`config.mk`:
```
export PLATFORM = sky130hd
export DESIGN_NAME = track_insertion_sorter
export DESIGN_NICKNAME = d
export VERILOG_FILES = /design/src/rtl/core/tis_pkg.sv /design/src/rtl/core/tis_ram.sv /design/src/rtl/core/track_insertion_sorter.sv
export VERILOG_INCLUDE_DIRS = /design/src /design/src/rtl/core
export SDC_FILE = /design/constraint.sdc
export NUM_CORES = 2
export LEC_CHECK = 0
export ABC_AREA = 1
export BUFFER_PORTS_ARGS = -buffer_cell sky130_fd_sc_hd__buf_2
export CAP_MARGIN = 30
export CELL_PAD_IN_SITES_DETAIL_PLACEMENT = 0
export CELL_PAD_IN_SITES_GLOBAL_PLACEMENT = 1
export CORE_MARGIN = 3
export CORE_UTILIZATION = 29
export CTS_BUF_LIST = sky130_fd_sc_hd__clkbuf_8
export CTS_CLUSTER_DIAMETER = 50
export DETAILED_ROUTE_END_ITERATION = 12
export HOLD_SLACK_MARGIN = 0.03
export PLACE_DENSITY_LB_ADDON = 0.1
export SETUP_SLACK_MARGIN = 0.5
export SLEW_MARGIN = 25
export SYNTH_ARGS = -nofsm -noshare
export SYNTH_HDL_FRONTEND = slang
export SYNTH_SLANG_ARGS = --single-unit
```
`constraint.sdc`:
```
create_clock -name aclk -period 11.4 [get_ports aclk]
set_input_delay 1.71 -clock aclk [delete_from_list [all_inputs] [get_ports aclk]]
set_output_delay 1.71 -clock aclk [all_outputs]
set_load 0.05 [all_outputs]
```
`src/rtl/core/track_insertion_sorter_macros.svh`:
```
// Assertion helpers for the track sorter.
`ifndef TRACK_INSERTION_SORTER_MACROS_SVH
`define TRACK_INSERTION_SORTER_MACROS_SVH

// Same-cycle implication, checked outside reset.
`define TIS_ASSERT_IMP(label, clk, rstn, ante, cons, msg) \
    label: assert property (@(posedge clk) disable iff (!(rstn)) (ante) |-> (cons)) \
        else $error(msg);

// Next-cycle implication, checked outside reset.
`define TIS_ASSERT_NXT(label, clk, rstn, ante, cons, msg) \
    label: assert property (@(posedge clk) disable iff (!(rstn)) (ante) |=> (cons)) \
        else $error(msg);

`endif

```
`src/rtl/core/tis_pkg.sv`:
```
package tis_pkg;

    localparam int DEPTH        = 64;
    localparam int ADDR_W       = $clog2(DEPTH);
    localparam int CNT_W        = $clog2(DEPTH + 1);
    localparam int MIN_W        = 8;
    localparam int SEC_W        = 6;
    localparam int TAG_W        = 16;
    localparam int KEY_W        = 14;
    localparam int SECS_PER_MIN = 60;

    // Stored entry, minutes in the lowest bits
    typedef struct packed {
        logic [TAG_W-1:0] tag;
        logic [SEC_W-1:0] seconds;
        logic [MIN_W-1:0] minutes;
    } entry_t;

    localparam int ENTRY_W = $bits(entry_t);

    // Sort key: total seconds
    function automatic logic [KEY_W-1:0] key_of(entry_t e);
        logic [KEY_W-1:0] k;
        k = KEY_W'(e.minutes) * KEY_W'(SECS_PER_MIN) + KEY_W'(e.seconds);
        return k;
    endfunction

endpackage

```
`src/rtl/core/tis_ram.sv`:
```
// Simple dual-port RAM, one write and one registered read per cycle.
module tis_ram #(
    parameter int WIDTH = 30,
    parameter int DEPTH = 64
) (
    input  logic                     aclk,
    input  logic                     we,
    input  logic [$clog2(DEPTH)-1:0] waddr,
    input  logic [WIDTH-1:0]         wdata,
    input  logic                     re,
    input  logic [$clog2(DEPTH)-1:0] raddr,
    output logic [WIDTH-1:0]         rdata
);

    logic [WIDTH-1:0] mem [DEPTH];
    logic [WIDTH-1:0] rdata_reg;

    // Write port
    always_ff @(posedge aclk) begin
        if (we) begin
            mem[waddr] <= wdata;
        end
    end

    // Read port, data held until the next read
    always_ff @(posedge aclk) begin
        if (re) begin
            rdata_reg <= mem[raddr];
        end
    end

    assign rdata = rdata_reg;

endmodule

```
`src/rtl/core/track_insertion_sorter.sv`:
```
// Channel | Dir | Fields
// s_      | in  | tdata: minutes, seconds, tag; tlast: last item of the set
// m_      | out | tdata: minutes, seconds, tag; tlast: last entry; tuser: overflow
//
// Insertion moves up each stored entry, from the top down, whose key is not below
// the new one, then writes it into the gap; an empty store takes it at once, a full
// one drops it. Emission gives one word per cycle while m_tready stays high.
// Reset (aresetn low, synchronous) empties the store; RAM contents are kept.
// Input is taken only between items; a stalled output word holds in the RAM
// read register.
module track_insertion_sorter
    import tis_pkg::*;
(
    input  logic        aclk,
    input  logic        aresetn,
    input  logic        s_tvalid,
    output logic        s_tready,
    input  logic [31:0] s_tdata,   // [7:0] len_minutes, [13:8] len_seconds, [29:14] record_tag
    input  logic        s_tlast,
    output logic        m_tvalid,
    input  logic        m_tready,
    output logic [31:0] m_tdata,   // [7:0] out_minutes, [13:8] out_seconds, [29:14] out_tag
    output logic        m_tlast,
    output logic        m_tuser    // [0] overflowed
);

`include "track_insertion_sorter_macros.svh"

    typedef enum logic [4:0] {
        ST_IDLE     = 5'b00001,
        ST_SEARCH   = 5'b00010,
        ST_PLACE    = 5'b00100,
        ST_EMIT_RD  = 5'b01000,
        ST_EMIT_OUT = 5'b10000
    } state_t;

    state_t              state_reg, state_next;
    logic [CNT_W-1:0]    fill_reg, fill_next;
    logic                ovf_reg, ovf_next;
    logic [ADDR_W-1:0]   addr_reg, addr_next;
    entry_t              item_reg, item_next;
    logic [KEY_W-1:0]    key_reg, key_next;
    logic                last_reg, last_next;

    logic                ram_we;
    logic [ADDR_W-1:0]   ram_waddr;
    entry_t              ram_wdata;
    logic                ram_re;
    logic [ADDR_W-1:0]   ram_raddr;
    logic [ENTRY_W-1:0]  ram_rdata;
    entry_t              rd_entry;
    entry_t              s_entry;
    logic                s_fire;
    logic                m_fire;

    assign s_entry  = entry_t'(s_tdata[ENTRY_W-1:0]);
    assign rd_entry = entry_t'(ram_rdata);
    assign s_tready = (state_reg == ST_IDLE);
    assign s_fire   = s_tvalid && s_tready;
    assign m_tvalid = (state_reg == ST_EMIT_OUT);
    assign m_fire   = m_tvalid && m_tready;
    assign m_tdata  = {{(32 - ENTRY_W){1'b0}}, ram_rdata};
    assign m_tlast  = ((CNT_W'(addr_reg) + CNT_W'(1)) == fill_reg);
    assign m_tuser  = ovf_reg;

    tis_ram #(
        .WIDTH (ENTRY_W),
        .DEPTH (DEPTH)
    ) u_ram (
        .aclk  (aclk),
        .we    (ram_we),
        .waddr (ram_waddr),
        .wdata (ram_wdata),
        .re    (ram_re),
        .raddr (ram_raddr),
        .rdata (ram_rdata)
    );

    // Walk the store from the top down, moving entries not smaller up one slot, then emit
    always_comb begin
        state_next = state_reg;
        fill_next  = fill_reg;
        ovf_next   = ovf_reg;
        addr_next  = addr_reg;
        item_next  = item_reg;
        key_next   = key_reg;
        last_next  = last_reg;
        ram_we     = 1'b0;
        ram_waddr  = addr_reg;
        ram_wdata  = item_reg;
        ram_re     = 1'b0;
        ram_raddr  = addr_reg;

        unique case (state_reg)
            ST_IDLE: begin
                if (s_fire) begin
                    item_next = s_entry;
                    key_next  = key_of(s_entry);
                    last_next = s_tlast;
                    if (fill_reg == CNT_W'(DEPTH)) begin
                        // Store full: drop the word
                        ovf_next   = 1'b1;
                        state_next = s_tlast ? ST_EMIT_RD : ST_IDLE;
                    end else if (fill_reg == '0) begin
                        ram_we     = 1'b1;
                        ram_waddr  = '0;
                        ram_wdata  = s_entry;
                        fill_next  = CNT_W'(1);
                        state_next = s_tlast ? ST_EMIT_RD : ST_IDLE;
                    end else begin
                        ram_re     = 1'b1;
                        ram_raddr  = ADDR_W'(fill_reg - CNT_W'(1));
                        addr_next  = ADDR_W'(fill_reg - CNT_W'(1));
                        state_next = ST_SEARCH;
                    end
                end
            end
            ST_SEARCH: begin
                if (key_reg <= key_of(rd_entry)) begin
                    // Move the stored entry up and look one lower
                    ram_we    = 1'b1;
                    ram_waddr = addr_reg + ADDR_W'(1);
                    ram_wdata = rd_entry;
                    if (addr_reg == '0) begin
                        state_next = ST_PLACE;
                    end else begin
                        ram_re    = 1'b1;
                        ram_raddr = addr_reg - ADDR_W'(1);
                        addr_next = addr_reg - ADDR_W'(1);
                    end
                end else begin
                    addr_next  = addr_reg + ADDR_W'(1);
                    state_next = ST_PLACE;
                end
            end
            ST_PLACE: begin
                ram_we     = 1'b1;
                ram_waddr  = addr_reg;
                ram_wdata  = item_reg;
                fill_next  = fill_reg + CNT_W'(1);
                state_next = last_reg ? ST_EMIT_RD : ST_IDLE;
            end
            ST_EMIT_RD: begin
                ram_re     = 1'b1;
                ram_raddr  = '0;
                addr_next  = '0;
                state_next = ST_EMIT_OUT;
            end
            ST_EMIT_OUT: begin
                // Advance to the next entry on each taken word
                if (m_fire) begin
                    if (m_tlast) begin
                        fill_next  = '0;
                        ovf_next   = 1'b0;
                        state_next = ST_IDLE;
                    end else begin
                        ram_re    = 1'b1;
                        ram_raddr = addr_reg + ADDR_W'(1);
                        addr_next = addr_reg + ADDR_W'(1);
                    end
                end
            end
            default: begin
                state_next = ST_IDLE;
            end
        endcase
    end

    // Control state
    always_ff @(posedge aclk) begin
        if (!aresetn) begin
            state_reg <= ST_IDLE;
            fill_reg  <= '0;
            ovf_reg   <= 1'b0;
        end else begin
            state_reg <= state_next;
            fill_reg  <= fill_next;
            ovf_reg   <= ovf_next;
        end
    end

    // Item and walk pointer
    always_ff @(posedge aclk) begin
        addr_reg <= addr_next;
        item_reg <= item_next;
        key_reg  <= key_next;
        last_reg <= last_next;
    end

    `TIS_ASSERT_IMP(a_no_overlap, aclk, aresetn, 1'b1, !(s_tready && m_tvalid),
        "input and output channels active together")
    `TIS_ASSERT_IMP(a_fill_bound, aclk, aresetn, 1'b1, fill_reg <= CNT_W'(DEPTH),
        "fill count above depth")
    `TIS_ASSERT_NXT(a_clear_after_run, aclk, aresetn, m_fire && m_tlast,
        (fill_reg == '0) && !ovf_reg, "store not cleared after last word")
    `TIS_ASSERT_NXT(a_drop_flags, aclk, aresetn, s_fire && (fill_reg == CNT_W'(DEPTH)),
        ovf_reg, "dropped word did not set overflow")

endmodule

```
# Word level (Yosys, flattened, before mapping)

Memories as Yosys holds them, arrays and structs flattened. A register that Yosys moved wholly into a read port is not among the register bits.
Cells that the tools add are included.

Bits of input ports: 37
Bits in writable memories: 1920
Register bits after elaboration: 64
Memories: 1

Memories:

| name      | words | bits a word | read ports | clocked after Yosys merged registers in | write ports | RTL line      | RTL |
|---|---|---|---|---|---|---|---|
| u_ram.mem | 64    | 30          | 1          | 1                                       | 1           | tis_ram.sv:15 | `logic [WIDTH-1:0] mem [DEPTH];` |

$mul: 2
Mux-type cells: 56
Eq/ne operators: 14
Reductions and logical operators: 11
Add/sub/neg operators: 7
$lt $le $gt $ge: 1

Operators with widths:

| cell                 | count |
|---|---|
| $mux 30              | 4 |
| $mux 6               | 12 |
| $pmux 30 s2          | 1 |
| $pmux 6 s4           | 2 |
| $mux 7               | 5 |
| $add 14x6->14        | 2 |
| $mux 5               | 5 |
| $pmux 5 s5           | 1 |
| $mul 8x4->12 const B | 2 |
| $pmux 7 s3           | 1 |
| $mux 1               | 17 |
| $mux 4               | 4 |
| $le 14x14->1         | 1 |
| $pmux 6 s2           | 1 |
| $sub 6x1->6 const B  | 2 |
| $ne 2x1->1 const B   | 5 |
| $add 6x1->7 const B  | 1 |
| $add 7x1->7 const B  | 1 |
| $eq 7x7->1           | 1 |
| $eq 7x7->1 const B   | 1 |
| $logic_not 7->1      | 1 |
| $add 6x1->6 const B  | 1 |
| $logic_not 6->1      | 1 |
| $reduce_and 6->1     | 1 |
| other kinds (17)     | 18 |

# Depth between registers and ports, before layout

Depth in word-level cells: 7
Mapped depth: 40
Mapped depth without buffers: 39

# Hierarchy

Synthesis repeated with hierarchy kept, for this count alone.

Cells, all modules: 7432
Area, all modules: 85121.6 sq um

By module, submodules not included:

| module                 | cells an instance | area each (sq um) | times used |
|---|---|---|---|
| tis_ram                | 6514              | 78430.2           | 1 |
| track_insertion_sorter | 918               | 6691.4            | 1 |

# Worst setup path before layout

No wires, ideal clock.

Path kind: reg-to-reg
Start: register u_ram.rdata_reg[2] (netlist: u_ram.rdata[2]) (read register of u_ram.mem)
End: memory u_ram.mem[36][0], enable pin
Required time: 10.907 ns
Path buffers: 1
Setup slack: 2.537 ns
Stages on the path, launching flop included: 27
Arrival time: 8.370 ns
Cell sequence: edfxtp_1 -> fa_1 -> fa_1 -> fa_1 -> ha_1 -> nand2_1 -> o211a_1 -> nor2_1 -> nand2_1 -> nor3_1 -> nand2_1 -> nor2_1 -> xnor2_1 -> ha_1 -> nand2_1 -> nor2_1 -> inv_1 -> nor2_1 -> nand4_1 -> nand2_1 -> buf_4 -> inv_2 -> nor2_2 -> inv_2 -> nand2_1 -> nand3_1 -> nor4_1

Word-level cells in the longest chain between the ends: 7

Ends and longest elaborated chain:

| what                         | RTL line                      | RTL |
|---|---|---|
| start: declaration           | tis_ram.sv:16                 | `logic [WIDTH-1:0] rdata_reg;` |
| $mul 8x4->12 *               | tis_pkg.sv:24                 | `k = KEY_W'(e.minutes) * KEY_W'(SECS_PER_MIN) + KEY_W'(e.seconds);` |
| $add 14x6->14 *              | tis_pkg.sv:24                 |  |
| $le 14x14->1 *               | track_insertion_sorter.sv:119 | `if (key_reg <= key_of(rd_entry)) begin` |
| $mux 1                       | track_insertion_sorter.sv:119 |  |
| $pmux 1 s3                   | track_insertion_sorter.sv:94  | `unique case (state_reg)` |
| $mux 1                       | tis_ram.sv:20                 | `if (we) begin` |
| $mux 1 (not written as such) | tis_ram.sv:21                 | `mem[waddr] <= wdata;` |
| end: declaration             | tis_ram.sv:15                 |  |

Every way passes the cells marked *; elsewhere a longest branch is shown, timed or not.

# Worst setup path after layout

Start: register u_ram.rdata_reg[0] (netlist: u_ram.rdata[0]) (read register of u_ram.mem)
End: register u_ram.rdata_reg[27] (netlist: u_ram.rdata[27]) (read register of u_ram.mem) (data pin)

Word-level cells in the longest chain between the ends: 5

Ends and longest elaborated chain:

| what                                            | RTL line |
|---|---|
| $mul 8x4->12 *                                  | tis_pkg.sv:24 |
| $add 14x6->14 *                                 | tis_pkg.sv:24 |
| $le 14x14->1 *                                  | track_insertion_sorter.sv:119 |
| $mux 6 / $mux 1 (equally long branches)         | track_insertion_sorter.sv:119 |
| $pmux 6 s4 / $pmux 1 s4 (equally long branches) | track_insertion_sorter.sv:94 |

Marked as above.
A chain may end at the register's enable or synchronous reset.

==> Flow_metrics.wiki <==
{| class="wikitable"
! Metric !! Value
|-
| Outcome || complete, no violations
|-
| Routed length on met3 || between 15 and 20 mm
|-
| Transition time at the pin with the least slew margin || 1.10 ns
|-
| Boundary Pins || between 70 and 80
|-
| Top_reg_cell synth || sky130_fd_sc_hd__edfxtp_1
|-
| Filler cell count || roughly 31k
|-
| First-pass GRT wire length || between 400 and 500 mm
|-
| Final clock skew || a little under 0.06 ns
|-
| Detailed Place HPWL || 177 mm
|-
| Width of the chip || between 500 and 600 um
|-
| Compound-cell area share of the yosys netlist || 0.00716
|-
| Minimum clock period after layout || between 9 and 10 ns
|-
| Hold Crit Class || reg -> reg
|-
| Worst slew margin relative to its limit || 0.267
|-
| Area of the core || 313,000 um^2
|-
| Xor-xnor portion of the synthesized cell area || 0.00384
|-
| Die footprint || 322,000 um^2
|-
| Die height || roughly 570 um
|-
| Area fraction in and, or, nand and nor cells after synthesis || 0.234
|-
| Critical path launch point type || register
|-
| Stage delay of the slowest cell on the critical path || about 0.63 ns
|-
| Total vias in the final route || around 63k
|-
| TritonCTS clock tree || yes
|-
| Global Route Usage Sum || 0.198
|-
| Pin count of the biggest net entering global routing || approximately 160
|-
| Clock Path Buffers || 4
|-
| Root buffer selected by CTS || sky130_fd_sc_hd__clkbuf_8
|-
| Cell Area, Synth || 91,300 um^2
|-
| Final Slew Violations || 0
|-
| Number of clock buffers inserted by TritonCTS || approximately 380
|-
| Top sig layer || met4
|-
| Vias per std cell || 4.81
|-
| Number of flip-flops in the largest register || between 1.5k and 2k
|-
| Number of global-route vias before repair || about 60k
|-
| Type of the setup path with the least slack || reg -> reg
|-
| Num Clock Sinks || 2,012
|-
| WL per Instance || around 25 um
|-
| Slowest cell on the critical path || sky130_fd_sc_hd__fa_1
|-
| Synthesized instance count || 8,438
|-
| Combinational family with the most area after synthesis || simple AND/OR/NAND/NOR gates
|-
| Distinct cell type count of the synthesized netlist || 48
|-
| Detailed-route wire length || 328 mm
|-
| Initial drt markers || between 5k and 6k
|-
| F_max || roughly 0.11 GHz
|-
| Post-synthesis mux area share || 0
|-
| WP data required || 12.02 ns
|-
| Share of synthesized flip-flops with an asynchronous set or reset || 0
|-
| H-tree lvl count || 5
|-
| Site Rows || slightly above 200
|-
| Area grow syn2layout || 14.4%
|-
| Initial antenna violation count || 25
|-
| Clock-pin slew on the worst setup and hold paths || about 0.06 ns
|-
| Clock latency reported for the late side of the worst-skew pair || 1.00 ns
|-
| Post-synth EDFFs || roughly 2.0k
|-
| Routed Antenna Nets || 0
|-
| Count of input and output buffers || between 60 and 70
|-
| Layout cell share with drive strength beyond 1 || 0.0976
|-
| Cell repeated most along the worst path || sky130_fd_sc_hd__nand2_1
|-
| Met2 wire length || 152 mm
|-
| Initial cell density of the core || 0.292
|-
| Iteration count of the initial detailed-routing pass || 6
|-
| Part of the Yosys area used for sequential elements || 0.660
|-
| Number of register bits inferred by synthesis || 2,012
|-
| Setup crit end kind || register
|-
| Setup bufs post-CTS || 0
|-
| Period Utilization, post-route || 0.817
|-
| Max-cap violation count || 0
|-
| Final-report hold violation count || 0
|-
| Maximum fanout encountered on the critical timing path || 76
|-
| Avg Inst Size Synth || about 11 um^2
|-
| Post-route met1 wirelength || around 150 mm
|-
| Number of warning messages in the yosys log || 0
|-
| Crit path DAT || 9.94 ns
|-
| RSZ-0062 raised after global routing || no
|-
| Number of DRC violations after detailed routing || 0
|-
| Minimum hold slack || around 0.5 ns
|-
| Synthesized-area fraction occupied by adder cells || 0.0139
|-
| Accumulated negative setup slack || 0 ns
|-
| Final #Nets || roughly 8.7k
|-
| Final setup violating endpoints || 0
|-
| Routability Congestion || between 0.7 and 0.8
|-
| Congestion Overflow GR || 0
|-
| Post-CTS Hold Buffers || 0
|-
| Post-cts resize count || 0
|}
## placed cells by master (no fill, tap or decap), types with 7 or more instances in the layout
cell / count
sky130_fd_sc_hd__buf_2: 68
sky130_fd_sc_hd__xnor2_1: 13
sky130_fd_sc_hd__nand3_1: 2052
sky130_fd_sc_hd__xor2_1: 27
sky130_fd_sc_hd__buf_4: 175
sky130_fd_sc_hd__inv_2: 13
sky130_fd_sc_hd__a21oi_1: 33
sky130_fd_sc_hd__bufinv_16: 8
sky130_fd_sc_hd__nand2_1: 1493
sky130_fd_sc_hd__nand4_1: 29
sky130_fd_sc_hd__nor3_2: 7
sky130_fd_sc_hd__o2111ai_4: 9
sky130_fd_sc_hd__nor2_1: 58
sky130_fd_sc_hd__inv_6: 8
sky130_fd_sc_hd__nor2_4: 60
sky130_fd_sc_hd__o21ai_0: 26
sky130_fd_sc_hd__clkbuf_8: 382
sky130_fd_sc_hd__dfxtp_1: 13
sky130_fd_sc_hd__ha_1: 57
sky130_fd_sc_hd__fa_1: 28
sky130_fd_sc_hd__clkinv_1: 71
sky130_fd_sc_hd__buf_16: 20
sky130_fd_sc_hd__clkinvlp_4: 9
sky130_fd_sc_hd__clkinv_2: 23
sky130_fd_sc_hd__nand3b_1: 601
sky130_fd_sc_hd__edfxtp_1: 1999
sky130_fd_sc_hd__buf_12: 37
sky130_fd_sc_hd__nor3_1: 14
sky130_fd_sc_hd__diode_2: 12
sky130_fd_sc_hd__inv_1: 1461
## cell usage after synthesis (2+ instances only)
| cell | instances | area, um^2 |
|---|---|---|
| sky130_fd_sc_hd__nand3_1 | 2053 | 10300 |
| sky130_fd_sc_hd__edfxtp_1 | 1999 | 60000 |
| sky130_fd_sc_hd__nand2_1 | 1493 | 5600 |
| sky130_fd_sc_hd__inv_1 | 1314 | 4930 |
| sky130_fd_sc_hd__nand3b_1 | 601 | 4510 |
| sky130_fd_sc_hd__buf_2 | 314 | 1570 |
| sky130_fd_sc_hd__clkbuf_1 | 154 | 578 |
| sky130_fd_sc_hd__nor2_1 | 117 | 439 |
| sky130_fd_sc_hd__ha_1 | 57 | 713 |
| sky130_fd_sc_hd__a21oi_1 | 36 | 180 |
| sky130_fd_sc_hd__buf_1 | 35 | 131 |
| sky130_fd_sc_hd__nand4_1 | 29 | 181 |
| sky130_fd_sc_hd__fa_1 | 28 | 561 |
| sky130_fd_sc_hd__xor2_1 | 27 | 236 |
| sky130_fd_sc_hd__o21ai_0 | 26 | 130 |
| sky130_fd_sc_hd__nor3_1 | 20 | 100 |
| sky130_fd_sc_hd__inv_2 | 16 | 60.1 |
| sky130_fd_sc_hd__buf_4 | 13 | 97.6 |
| sky130_fd_sc_hd__dfxtp_1 | 13 | 260 |
| sky130_fd_sc_hd__xnor2_1 | 13 | 114 |
| sky130_fd_sc_hd__o2111ai_1 | 10 | 87.6 |
| sky130_fd_sc_hd__a31oi_1 | 6 | 37.5 |
| sky130_fd_sc_hd__o211ai_1 | 6 | 45.0 |
| sky130_fd_sc_hd__buf_6 | 5 | 56.3 |
| sky130_fd_sc_hd__nand2_2 | 5 | 31.3 |
| sky130_fd_sc_hd__o21ai_1 | 5 | 25.0 |
| sky130_fd_sc_hd__a22oi_1 | 4 | 30.0 |
| sky130_fd_sc_hd__nor2_2 | 4 | 25.0 |
| sky130_fd_sc_hd__or2_2 | 4 | 25.0 |
| sky130_fd_sc_hd__a21o_1 | 3 | 22.5 |
| sky130_fd_sc_hd__nand2_4 | 3 | 33.8 |
| sky130_fd_sc_hd__nor2_4 | 3 | 33.8 |
| sky130_fd_sc_hd__nor4_1 | 3 | 18.8 |
| sky130_fd_sc_hd__a211oi_1 | 2 | 15.0 |
| sky130_fd_sc_hd__nand3_2 | 2 | 20.0 |
| sky130_fd_sc_hd__nor3b_1 | 2 | 15.0 |
| sky130_fd_sc_hd__o21ai_2 | 2 | 17.5 |
## worst max-delay path, delay by kind of cell, from the launching register on
family / cells / cell delay, ns
DFF: 1 / 0.50
buffers and inverters: 5 / 1.29
and+or+nand+nor: 23 / 4.36
AOI/OAI and AO/OA: 1 / 0.23
adders and majority gates: 5 / 2.24
xor gates and xnor gates: 1 / 0.09
## final cells by class
cell class,count,area [um^2],share of cell area
diodes,12,30.0,0.000287
clock buffers,382,5260,0.0503
clock inverters,271,1370,0.0131
inverters,1331,5020,0.0480
multi-input cells,4575,24400,0.233
flip-flops and latches,2012,60300,0.577
well taps,4140,5180,0.0496
repair buffers,304,3000,0.0287
## layer usage
layer | GRT usage | vias up
li1 | - | 29100
met1 | 0.280 | 31400
met2 | 0.322 | 1664
met3 | 0.0213 | 460
met4 | 0.0565 | 0
met5 | 0 | -
## cells by family (layout without fill, tap and decap cells)
| kind of cell | after synthesis | after routing |
|---|---|---|
| fa+ha+maj | 85 | 85 |
| other cells | 1 | 14 |
| flops | 2012 | 2012 |
| simple gates | 4341 | 4341 |
| buf+inv | 1852 | 2288 |
| compound gates | 107 | 107 |
| xor+xnor | 40 | 40 |
## metrics by stage
| step | std cells | util | setup slack, ns | instance area (um^2) |
|---|---|---|---|---|
| floorplan | 8439 | - | 2.54 | 91400 |
| global placement | 12300 | 0.310 | 1.79 | 97100 |
| detailed placement | 12400 | 0.312 | 2.02 | 97600 |
| CTS | 13000 | 0.333 | 2.01 | 104000 |
| global route | 13000 | 0.334 | 1.52 | 104000 |
| finish | 13000 | 0.334 | 2.08 | 105000 |
## worst paths after layout
path | from | end | slack (ns) | cells past startpoint
hold reg to reg | m_tuser | m_tuser | 0.50 | 2
setup reg to reg | u_ram.rdata[0] | u_ram.rdata[27] | 2.08 | 35
setup / recovery | u_ram.rdata[0] | u_ram.rdata[27] | 2.08 | 35
hold / removal | m_tuser | m_tuser | 0.50 | 2
Power is left out: the tool's default activity adds up to more than one toggle a clock period on the data nets, which glitch-free logic cannot reach.
